<file path="config.mk">
export PLATFORM = sky130hd
export DESIGN_NAME = keyed_pair_transposition_cipher_top
export DESIGN_NICKNAME = d
export VERILOG_FILES = /design/src/kptc_pkg.sv /design/src/kptc_ctrl.sv /design/src/kptc_dp.sv /design/src/keyed_pair_transposition_cipher_top.sv
export VERILOG_INCLUDE_DIRS = /design/src /design/src/src
export SDC_FILE = /design/constraint.sdc
export NUM_CORES = 1
export LEC_CHECK = 0
export ABC_AREA = 1
export BUFFER_PORTS_ARGS = -buffer_cell sky130_fd_sc_hd__buf_4
export CAP_MARGIN = 10
export CORE_MARGIN = 4
export CORE_UTILIZATION = 25
export DETAILED_ROUTE_END_ITERATION = 8
export PLACE_DENSITY = 0.49
export RECOVER_POWER = 100
export SLEW_MARGIN = 20
export SYNTH_ARGS = -nofsm -noshare
export SYNTH_HDL_FRONTEND = slang
export SYNTH_SLANG_ARGS = --single-unit
</file>
<file path="constraint.sdc">
create_clock -name clk -period 5.8 [get_ports clk]
set_input_delay 1.45 -clock clk [delete_from_list [all_inputs] [get_ports clk]]
set_output_delay 1.45 -clock clk [all_outputs]
set_load 0.01 [all_outputs]
</file>
<file path="src/keyed_pair_transposition_cipher_top_macros.svh">
// assertion macros used by the cipher controller
`ifndef KEYED_PAIR_TRANSPOSITION_CIPHER_TOP_MACROS_SVH
`define KEYED_PAIR_TRANSPOSITION_CIPHER_TOP_MACROS_SVH

// checked outside reset only
`define KPTC_ASSERT(name, prop, msg) \
    name: assert property (@(posedge clk) disable iff (!rst_n) prop) else $error(msg);

// checked at every edge, reset included
`define KPTC_ASSERT_ALWAYS(name, prop, msg) \
    name: assert property (@(posedge clk) prop) else $error(msg);

`endif

</file>
<file path="src/kptc_pkg.sv">
// shared types and constants of the keyed pair transposition cipher
package kptc_pkg;

    localparam int KEY_LENGTH  = 4;
    localparam int BLOCK_BYTES = 8;
    localparam int PAIR_BYTES  = 2;
    localparam int RANK_W      = $clog2(KEY_LENGTH);
    localparam int BYTE_IDX_W  = $clog2(BLOCK_BYTES);
    localparam int CFG_INDEX_W = 3;

    localparam logic [7:0] PAD_BYTE       = 8'h20;
    localparam logic [7:0] KEY_RESET_BASE = 8'd65;

    localparam logic [CFG_INDEX_W-1:0] REG_KEY_FIRST  = 3'd0;
    localparam logic [CFG_INDEX_W-1:0] REG_KEY_SECOND = 3'd1;
    localparam logic [CFG_INDEX_W-1:0] REG_KEY_THIRD  = 3'd2;
    localparam logic [CFG_INDEX_W-1:0] REG_KEY_FOURTH = 3'd3;

    typedef struct packed {
        logic                  store_byte;
        logic                  emit_byte;
        logic [BYTE_IDX_W-1:0] emit_idx;
        logic                  emit_last;
    } kptc_cmd_t;

    typedef struct packed {
        logic block_close;
        logic out_free;
    } kptc_stat_t;

endpackage

</file>
<file path="src/kptc_ctrl.sv">
// controller: fill and drain sequencing of one block
`include "keyed_pair_transposition_cipher_top_macros.svh"

module kptc_ctrl (
    input  logic               clk,
    input  logic               rst_n,
    input  logic               in_valid,
    output logic               in_ready,
    input  kptc_pkg::kptc_stat_t stat,
    output kptc_pkg::kptc_cmd_t  cmd
);

    typedef enum logic {
        ST_FILL,
        ST_DRAIN
    } state_t;

    state_t                          state_reg, state_next;
    logic                            in_ready_reg, in_ready_next;
    logic [kptc_pkg::BYTE_IDX_W-1:0] emit_cnt_reg, emit_cnt_next;

    always_comb
    begin
        cmd.store_byte = in_valid & in_ready_reg;
        cmd.emit_byte  = (state_reg == ST_DRAIN) & stat.out_free;
        cmd.emit_idx   = emit_cnt_reg;
        cmd.emit_last  = (emit_cnt_reg == kptc_pkg::BYTE_IDX_W'(kptc_pkg::BLOCK_BYTES - 1));
    end

    always_comb
    begin
        state_next    = state_reg;
        in_ready_next = in_ready_reg;
        emit_cnt_next = emit_cnt_reg;
        unique case (state_reg)
            ST_FILL:
            begin
                if (cmd.store_byte && stat.block_close)
                begin
                    state_next    = ST_DRAIN;
                    in_ready_next = 1'b0;
                    emit_cnt_next = '0;
                end
            end
            ST_DRAIN:
            begin
                if (cmd.emit_byte)
                begin
                    emit_cnt_next = emit_cnt_reg + 1'b1;
                    if (cmd.emit_last)
                    begin
                        state_next    = ST_FILL;
                        in_ready_next = 1'b1;
                    end
                end
            end
            default:
            begin
                state_next    = ST_FILL;
                in_ready_next = 1'b1;
            end
        endcase
    end

    always_ff @(posedge clk or negedge rst_n)
    begin
        if (!rst_n)
        begin
            state_reg    <= ST_FILL;
            in_ready_reg <= 1'b1;
            emit_cnt_reg <= '0;
        end
        else
        begin
            state_reg    <= state_next;
            in_ready_reg <= in_ready_next;
            emit_cnt_reg <= emit_cnt_next;
        end
    end

    assign in_ready = in_ready_reg;

    `KPTC_ASSERT(a_no_request_while_draining, state_reg == ST_DRAIN |-> !in_ready_reg, "input taken during drain")
    `KPTC_ASSERT(a_close_starts_drain, cmd.store_byte && stat.block_close |=> state_reg == ST_DRAIN && emit_cnt_reg == '0, "closed block did not start draining")
    `KPTC_ASSERT(a_last_byte_ends_drain, cmd.emit_byte && cmd.emit_last |=> state_reg == ST_FILL && in_ready_reg, "drain did not end after eighth byte")
    `KPTC_ASSERT_ALWAYS(a_fill_and_drain_exclusive, !(cmd.emit_byte && cmd.store_byte), "store and emit in the same cycle")

endmodule

</file>
<file path="src/kptc_dp.sv">
// datapath: key registers, block store, pair ranking and output register
module kptc_dp (
    input  logic                               clk,
    input  logic                               rst_n,
    input  logic                               cfg_write,
    input  logic [kptc_pkg::CFG_INDEX_W-1:0]   cfg_index,
    input  logic [7:0]                         cfg_data,
    input  logic [7:0]                         plain_byte,
    input  logic                               text_end,
    input  logic                               out_ready,
    output logic                               out_valid,
    output logic [7:0]                         cipher_byte,
    output logic                               block_last,
    output logic                               text_last,
    input  kptc_pkg::kptc_cmd_t                cmd,
    output kptc_pkg::kptc_stat_t               stat
);

    logic [7:0]                        key_reg   [kptc_pkg::KEY_LENGTH];
    logic [7:0]                        store_reg [kptc_pkg::BLOCK_BYTES];
    logic [kptc_pkg::RANK_W-1:0]       slot_reg  [kptc_pkg::KEY_LENGTH];
    logic [kptc_pkg::RANK_W-1:0]       slot_next [kptc_pkg::KEY_LENGTH];
    logic [kptc_pkg::RANK_W-1:0]       rank      [kptc_pkg::KEY_LENGTH];
    logic [kptc_pkg::BYTE_IDX_W-1:0]   fill_cnt_reg;
    logic [kptc_pkg::BYTE_IDX_W:0]     valid_cnt_reg;
    logic                              end_reg;
    logic                              out_valid_reg;
    logic [7:0]                        out_byte_reg;
    logic                              out_blast_reg;
    logic                              out_tlast_reg;
    logic [kptc_pkg::BYTE_IDX_W-1:0]   src_idx;
    logic [7:0]                        emit_data;

    // rank of each pair, on a tie the later key character ranks first
    always_comb
    begin
        for (int p = 0; p < kptc_pkg::KEY_LENGTH; p++)
        begin
            rank[p] = '0;
            for (int j = 0; j < kptc_pkg::KEY_LENGTH; j++)
            begin
                if ((key_reg[p] > key_reg[j]) || ((key_reg[p] == key_reg[j]) && (p < j)))
                    rank[p] = rank[p] + 1'b1;
            end
        end
        for (int r = 0; r < kptc_pkg::KEY_LENGTH; r++)
        begin
            slot_next[r] = '0;
            for (int p = 0; p < kptc_pkg::KEY_LENGTH; p++)
            begin
                if (rank[p] == kptc_pkg::RANK_W'(r))
                    slot_next[r] = kptc_pkg::RANK_W'(p);
            end
        end
    end

    assign stat.block_close = text_end ||
        (fill_cnt_reg == kptc_pkg::BYTE_IDX_W'(kptc_pkg::BLOCK_BYTES - 1));
    assign stat.out_free    = !out_valid_reg || out_ready;

    // unwritten positions of a short block read as padding
    assign src_idx   = {slot_reg[cmd.emit_idx[kptc_pkg::BYTE_IDX_W-1:1]], cmd.emit_idx[0]};
    assign emit_data = ({1'b0, src_idx} < valid_cnt_reg) ? store_reg[src_idx]
                                                         : kptc_pkg::PAD_BYTE;

    always_ff @(posedge clk or negedge rst_n)
    begin
        if (!rst_n)
        begin
            for (int i = 0; i < kptc_pkg::KEY_LENGTH; i++)
                key_reg[i] <= kptc_pkg::KEY_RESET_BASE + 8'(i);
        end
        else if (cfg_write)
        begin
            unique case (cfg_index)
                kptc_pkg::REG_KEY_FIRST:  key_reg[0] <= cfg_data;
                kptc_pkg::REG_KEY_SECOND: key_reg[1] <= cfg_data;
                kptc_pkg::REG_KEY_THIRD:  key_reg[2] <= cfg_data;
                kptc_pkg::REG_KEY_FOURTH: key_reg[3] <= cfg_data;
                default: ;
            endcase
        end
    end

    always_ff @(posedge clk or negedge rst_n)
    begin
        if (!rst_n)
        begin
            fill_cnt_reg  <= '0;
            out_valid_reg <= 1'b0;
        end
        else
        begin
            if (cmd.store_byte)
                fill_cnt_reg <= stat.block_close ? '0 : fill_cnt_reg + 1'b1;
            if (cmd.emit_byte)
                out_valid_reg <= 1'b1;
            else if (out_ready)
                out_valid_reg <= 1'b0;
        end
    end

    always_ff @(posedge clk)
    begin
        if (cmd.store_byte)
        begin
            store_reg[fill_cnt_reg] <= plain_byte;
            if (stat.block_close)
            begin
                valid_cnt_reg <= {1'b0, fill_cnt_reg} + 1'b1;
                end_reg       <= text_end;
                slot_reg      <= slot_next;
            end
        end
        if (cmd.emit_byte)
        begin
            out_byte_reg  <= emit_data;
            out_blast_reg <= cmd.emit_last;
            out_tlast_reg <= cmd.emit_last & end_reg;
        end
    end

    assign out_valid   = out_valid_reg;
    assign cipher_byte = out_byte_reg;
    assign block_last  = out_blast_reg;
    assign text_last   = out_tlast_reg;

endmodule

</file>
<file path="src/keyed_pair_transposition_cipher_top.sv">
// top level of the keyed pair transposition cipher
// Plaintext bytes are taken one per cycle, while in_ready is high, into an
// 8-byte block; the byte that fills the block, or any byte with text_end set,
// closes it. The block is then drained through a single output register as
// four 2-byte pairs in key-rank order, one byte per cycle while out_ready is
// high, and no input request is taken during the drain. A short final block
// is padded with spaces. The four key characters are registers 0 to 3 of the
// config port, which is always ready and ignores other indexes; write them
// only while no block is pending.
module keyed_pair_transposition_cipher_top (
    input  logic                             clk,
    input  logic                             rst_n,
    input  logic                             cfg_valid,
    output logic                             cfg_ready,
    input  logic [kptc_pkg::CFG_INDEX_W-1:0] cfg_index,
    input  logic [7:0]                       cfg_data,
    input  logic                             in_valid,
    output logic                             in_ready,
    input  logic [7:0]                       plain_byte,
    input  logic                             text_end,
    output logic                             out_valid,
    input  logic                             out_ready,
    output logic [7:0]                       cipher_byte,
    output logic                             block_last,
    output logic                             text_last
);

    kptc_pkg::kptc_cmd_t  cmd;
    kptc_pkg::kptc_stat_t stat;

    assign cfg_ready = 1'b1;

    kptc_ctrl u_ctrl (
        .clk      (clk),
        .rst_n    (rst_n),
        .in_valid (in_valid),
        .in_ready (in_ready),
        .stat     (stat),
        .cmd      (cmd)
    );

    kptc_dp u_dp (
        .clk         (clk),
        .rst_n       (rst_n),
        .cfg_write   (cfg_valid & cfg_ready),
        .cfg_index   (cfg_index),
        .cfg_data    (cfg_data),
        .plain_byte  (plain_byte),
        .text_end    (text_end),
        .out_ready   (out_ready),
        .out_valid   (out_valid),
        .cipher_byte (cipher_byte),
        .block_last  (block_last),
        .text_last   (text_last),
        .cmd         (cmd),
        .stat        (stat)
    );

endmodule

</file>
# Word level (Yosys, flattened, before mapping)
# Memory sizes are Yosys's and may differ from the RTL's. A register that Yosys moved wholly into a read port is not among the register bits.
# Cells that the tools add are included.
[op_classes]
addsub = 12
n_lt_le_gt_ge = 14
n_eq_ne = 20
n_mux = 39
bitwise = 5
n_reduce_logical = 24
[op_table]
columns = ["op", "count"]
rows = [
  ["8-bit > comparator", 12],
  ["8-bit == test", 3],
  ["2-bit two-way mux", 11],
  ["1-bit two-way mux", 21],
  ["2-bit by 1-bit adder with 2-bit output (second input constant)", 9],
  ["2-bit == test (second input constant)", 6],
  ["2-bit AND reduction", 6],
  ["3-bit two-way mux", 3],
  ["2-bit OR reduction", 4],
  ["3-bit by 1-bit adder with 3-bit output (second input constant)", 2],
  ["2-bit by 1-bit == test with 1-bit output (second input constant)", 3],
  ["3-bit by 2-bit == test with 1-bit output (second input constant)", 2],
  ["3-bit == test (second input constant)", 2],
  ["2-bit logical NOT", 3],
  ["3-bit one-hot mux with 2 select lines", 1],
  ["1-bit logical OR", 5],
  ["3-bit by 1-bit adder with 4-bit output (second input constant)", 1],
  ["2-bit binary-select mux with 2-bit select", 1],
  ["3-bit by 4-bit < comparator with 1-bit output", 1],
  ["2-bit by 1-bit inequality test with 1-bit output (second input constant)", 2],
  ["1-bit one-hot mux with 2 select lines", 2],
  ["1-bit AND", 3],
  ["3-bit by 1-bit == test with 1-bit output (second input constant)", 1],
  ["3-bit >= comparator (second input constant)", 1],
  ["8 further kinds", 9],
]
[totals]
register_bits = 56
mem_bits_rw = 64
input_bits = 25
out_inout_bits = 13
word_cells = 136
n_memories = 1
[memory_table]
columns = ["name", "words", "word_bits", "rd", "rd_ports_with_merged_regs", "wr", "line", "source"]
rows = [
  ["u_dp.store_reg", 8, 8, 1, 1, 1, "kptc_dp.sv:20", "logic [7:0] store_reg [kptc_pkg::BLOCK_BYTES];"],
]

# Logic depth before layout (Yosys ltp)
[depth]
word_depth = 11
ltp_mapped = 17
ltp_nobuf = 17

# Modules after synthesis
# A second synthesis with hierarchy kept.
[hier_totals]
cells_unflattened = 690
area_unflattened_um2 = 6656.4
[by_module_without_submodules]
columns = ["module", "instances", "cells_per_inst", "area_per_inst_um2", "seq_area_each_um2"]
rows = [
  ["kptc_dp", 1, 660, 6406.1, 3524.6],
  ["kptc_ctrl", 1, 28, 239.0, 126.4],
  ["keyed_pair_transposition_cipher_top", 1, 2, 11.3, 0.0],
]

# Worst setup path after synthesis
# Ideal clock, no wire load.
[synth_timing]
kind = "input to register"
start = "input in_valid"
end = "register u_ctrl.emit_cnt_reg[0] (netlist name)"
setup_ns = 0.136
arrival_ns = 2.522
required_ns = 5.664
setup_slack_ns = 3.142
cell_stages = 5
path_buffers = 0
path_cell_list = "nand2_1 nor2_1 nand2_1 o21ai_0 o21ai_0"
[synth_between]
elab_chain_cells = 4
[synth_rtl]
columns = ["item", "line", "source"]
rows = [
  ["start: declaration", "keyed_pair_transposition_cipher_top.sv:17", "input logic in_valid,"],
  ["1-bit AND", "kptc_ctrl.sv:24", "cmd.store_byte = in_valid & in_ready_reg;"],
  ["1-bit logical AND", "kptc_ctrl.sv:38", "if (cmd.store_byte && stat.block_close)"],
  ["2-bit by 1-bit inequality test with 1-bit output (no source line)", "n/a", ""],
  ["2-bit AND reduction (no source line)", "n/a", ""],
  ["end signal: assignment", "kptc_ctrl.sv:77", "emit_cnt_reg <= emit_cnt_next;"],
  ["end: declaration", "kptc_ctrl.sv:20", "logic [kptc_pkg::BYTE_IDX_W-1:0] emit_cnt_reg, emit_cnt_next;"],
]
# Every way passes these cells.
# A chain may end at the register's enable or synchronous reset.

# Final worst setup path
[layout_timing]
start = "register u_ctrl.emit_cnt_reg[0] (netlist name)"
end = "register u_dp.out_byte_reg[0], in the netlist u_dp.cipher_byte[0], read port of u_dp.store_reg, data pin"
[layout_between]
elab_chain_cells = 2
[layout_rtl]
columns = ["item", "line", "source"]
rows = [
  ["3-bit by 4-bit < comparator with 1-bit output", "kptc_dp.sv:63", "assign emit_data = ({1'b0, src_idx} < valid_cnt_reg) ? store_reg[src_idx]"],
  ["1-bit logical NOT (no source line)", "n/a", ""],
  ["end: declaration", "kptc_dp.sv:28", "logic [7:0] out_byte_reg;"],
]
# Several ways; a longest one is shown, not always the timed one.

==> results.rst <==
.. list-table::
   :header-rows: 1

   * - Metric
     - Value
   * - Result of the run
     - finished, violations left
   * - Violations in the final reports
     - max-capacitance violations, max-slew violations
   * - Largest area contributor in the synthesized netlist
     - sky130_fd_sc_hd__edfxtp_1
   * - Mux share of post-synthesis cell area
     - 0%
   * - Number of post-CTS setup repair buffers
     - 0
   * - Remaining global-route overflow
     - 0
   * - Average detailed-routed wire length per instance
     - 13.5 um
   * - Share of the synthesized area in the top cell type
     - 39.7%
   * - First DRT Iteration DRCs
     - approximately 250
   * - Clock tree buffer depth
     - 2
   * - Root buf cell
     - sky130_fd_sc_hd__clkbuf_16
   * - Simple-gate area share of the yosys netlist
     - 19.5%
   * - Synthesized-area fraction occupied by ao, oa, aoi and oai cells
     - about 7.3%
   * - Combinational family with the most area after synthesis
     - simple AND/OR/NAND/NOR gates
   * - Area share of fa/ha/maj cells after synthesis
     - 11.4%
   * - Number of endpoints with negative hold slack in the final report
     - 0
   * - Startpoint type of the worst setup path
     - register
   * - Final period demand of the worst path
     - 3780 ps
   * - Final TNS setup
     - 0 ps
   * - DRC errors left
     - 0
   * - Final antenna diode count
     - 0
   * - I/O pin count
     - 38
   * - DIE AREA
     - 29,000 um^2
   * - Antenna-violating nets left
     - 0
   * - Synth area leaders
     - sky130_fd_sc_hd__edfxtp_1 40%, sky130_fd_sc_hd__dfrtp_1 12%, sky130_fd_sc_hd__ha_1 11%, sky130_fd_sc_hd__nand2_1 11%, sky130_fd_sc_hd__inv_1 4.6%
   * - Combined area of all synthesized cells
     - 6590 um^2
   * - Worst Path Max Fanout
     - 35
   * - Type of the worst min-delay path
     - reg2reg
   * - Arrival time at the worst endpoint
     - 3930 ps
   * - Critical path endpoint category
     - register
   * - Number of buffers inserted during clock tree synthesis
     - 17
   * - Clock tree from TritonCTS
     - built
   * - Number of failing setup endpoints in the final timing report
     - 0
   * - Clk_skew
     - 15.5 ps
   * - Reported leakage power
     - ~3.4 nW
   * - Relative slew margins
     - -56.0%
   * - Fraction of the yosys area taken by sequential cells
     - 55.4%
   * - Routed vias/inst
     - 4.18
   * - Post-Synthesis Net Count
     - 762
   * - Fraction of layout instances using a drive strength above 1
     - 9.82%
   * - Antenna violations before repair
     - 0
   * - Parity-gate share of the synthesized area counting xor and xnor cells
     - less than 1%
   * - Vias in the first global route
     - 4,328
   * - Net count, final
     - 805
   * - Pin count of the biggest net entering global routing
     - 42
   * - Fmax
     - 265 MHz
   * - Flop and latch count out of synthesis
     - 128
   * - Crit path required time
     - 5950 ps
   * - PostCTS Resize Cnt
     - 0
   * - Max-slew violation count
     - 77
   * - Path type of the worst setup path
     - reg2reg
   * - Power Density
     - roughly 500 nW/um^2
   * - Pre-Repair DR Iteration Count
     - 4
   * - Average cell area after synthesis
     - ~9.7 um^2
   * - Post-route insts no fill
     - 1,068
   * - Row Count
     - 59
   * - Post-synth cell types
     - 38
   * - Largest register FFs
     - 64
   * - Width of the die
     - 170 um
   * - Placed wire-length estimate
     - 10,500 um
   * - Maximum vdd ir drop
     - 0.183 mV
   * - Post-Place Cells
     - 1,036
   * - Wire length of the first global-routing pass
     - 23,000 um
   * - Number of buffers added on ports
     - 36
   * - Hold_buf cts
     - 0
   * - Growth of design area from synthesis to finish
     - 17.3%
   * - Transition time of the tightest slew-check pin
     - 2340 ps
   * - Global-route usage over all layers
     - 10.3%
   * - Share of the cycle needed by the critical path after routing
     - 65.2%
   * - DIE HEIGHT
     - 170 um
   * - Routability congestion estimate from global placement
     - between 0.7 and 0.8
   * - Synthesis Warnings
     - 0
   * - Number of maximum-capacitance violations
     - 2
   * - Number of sinks handled by clock tree synthesis
     - about 130
   * - Floorplan core area
     - 26,000 um^2
   * - Clock latency on the worst-skew pair
     - 420 ps
   * - RSZ-0062 raised after global routing
     - no
   * - Sum of routed wire length over all layers
     - 14,400 um
   * - Register clock-pin slew on the reported worst setup and hold paths
     - ~70 ps
   * - Post-Syn Instances
     - slightly below 700
   * - H-tree lvl count
     - 4
   * - Starting Density
     - 25.3%
   * - Count of vias placed by the detailed router
     - between 4,000 and 5,000
[cell families (layout without fill, tap and decap cells)]
family | after synthesis | count (layout)
AOI/OAI and AO/OA | 83 | 83
xor gates and xnor gates | 3 | 3
adders and majority gates | 60 | 60
buffers and inverters | 98 | 154
DFF | 128 | 128
other | 1 | 1
and+or+nand+nor | 304 | 304
[power breakdown]
group	internal [mW]	switching, mW	total, mW
Sequential	1.20	0.0906	1.29
Clock	0.612	0.455	1.07
Combinational	0.471	0.926	1.40
Total	2.28	1.47	3.76
[stage by stage]
step                      instance area (um^2)  hold WS [ps]  power, mW  worst slack (ps)  utilization [%]
final                                     7720           486       3.76              2020             29.7
after global routing                      7720           507       4.06              1650             29.7
after CTS                                 7810           493       3.84              3180             30.1
after detailed placement                  7220           477       2.76              2900             27.8
after global placement                    7220           471       2.75              2910             27.8
after floorplan                           6590           453       2.34              3140                -
[critical path: stages (launching register included)]
cell	delay [ps]
sky130_fd_sc_hd__dfrtp_1	320
sky130_fd_sc_hd__clkbuf_1	1170
sky130_fd_sc_hd__inv_1	990
sky130_fd_sc_hd__nand2_1	230
sky130_fd_sc_hd__a21oi_1	80
sky130_fd_sc_hd__or3b_1	360
sky130_fd_sc_hd__o21ai_2	200
sky130_fd_sc_hd__a21oi_1	120
[per-layer routing]
layer	track usage [%]	vias to the layer above	routed length [um]
li1	-	2357	-
met1	13.8	2028	7010
met2	16.4	61	6710
met3	2.35	16	499
met4	3.75	0	219
met5	0	-	0
[path summary, 6_finish.rpt]
| check | start | endpoint | slack [ps] | depth (start not counted) |
|---|---|---|---|---|
| max | u_ctrl.emit_cnt_reg[0] | u_dp.cipher_byte[0] | 2020 | 7 |
| min | u_dp.key_reg[26] | u_dp.key_reg[26] | 490 | 2 |
| max reg2reg | u_ctrl.emit_cnt_reg[0] | u_dp.cipher_byte[0] | 2020 | 7 |
| min reg2reg | u_dp.key_reg[26] | u_dp.key_reg[26] | 490 | 2 |
| max in group asynchronous | rst_n | u_dp.fill_cnt_reg[2] | 2720 | 1 |
| min in group asynchronous | rst_n | u_dp.key_reg[10] | 1720 | 1 |
[cell usage after synthesis (all sizes together)]
cell type / count
dfstp: 10
nand3: 59
nor3: 1
nor2: 40
nand2: 193
o311ai: 2
ha: 60
o21bai: 1
o21a: 2
clkbuf: 8
conb: 1
xor2: 3
o21ai: 45
a21o: 3
or2: 2
nand4: 7
inv: 84
o211ai: 2
dfrtp: 31
o22ai: 1
a21oi: 25
a21boi: 1
edfxtp: 87
buf: 6
a32oi: 1
nand3b: 1
or3b: 1
[cells in the final DEF (no fill, tap or decap), types with 3 or more instances in the layout]
| cell | n |
|---|---|
| sky130_fd_sc_hd__inv_6 | 6 |
| sky130_fd_sc_hd__buf_4 | 12 |
| sky130_fd_sc_hd__clkbuf_16 | 17 |
| sky130_fd_sc_hd__nand2_1 | 190 |
| sky130_fd_sc_hd__edfxtp_1 | 87 |
| sky130_fd_sc_hd__dfrtp_1 | 31 |
| sky130_fd_sc_hd__xor2_1 | 3 |
| sky130_fd_sc_hd__nor2_1 | 40 |
| sky130_fd_sc_hd__dfstp_2 | 9 |
| sky130_fd_sc_hd__o21ai_0 | 43 |
| sky130_fd_sc_hd__nand3_1 | 55 |
| sky130_fd_sc_hd__nand4_1 | 7 |
| sky130_fd_sc_hd__inv_1 | 81 |
| sky130_fd_sc_hd__a21oi_1 | 23 |
| sky130_fd_sc_hd__clkbuf_1 | 24 |
| sky130_fd_sc_hd__a21o_1 | 3 |
| sky130_fd_sc_hd__nand3_2 | 4 |
| sky130_fd_sc_hd__inv_8 | 3 |
| sky130_fd_sc_hd__ha_1 | 60 |
[final cells by class]
class | count | area [um^2]
Tap cell | 335 | 419
Fill cell | 2748 | 18300
Sequential cell | 128 | 3650
Clock inverter | 15 | 169
Inverter | 84 | 318
Clock buffer | 17 | 425
Multi-Input combinational cell | 451 | 2540
Timing Repair Buffer | 38 | 195
No activity file was read; power rests on OpenSTA's default activity.
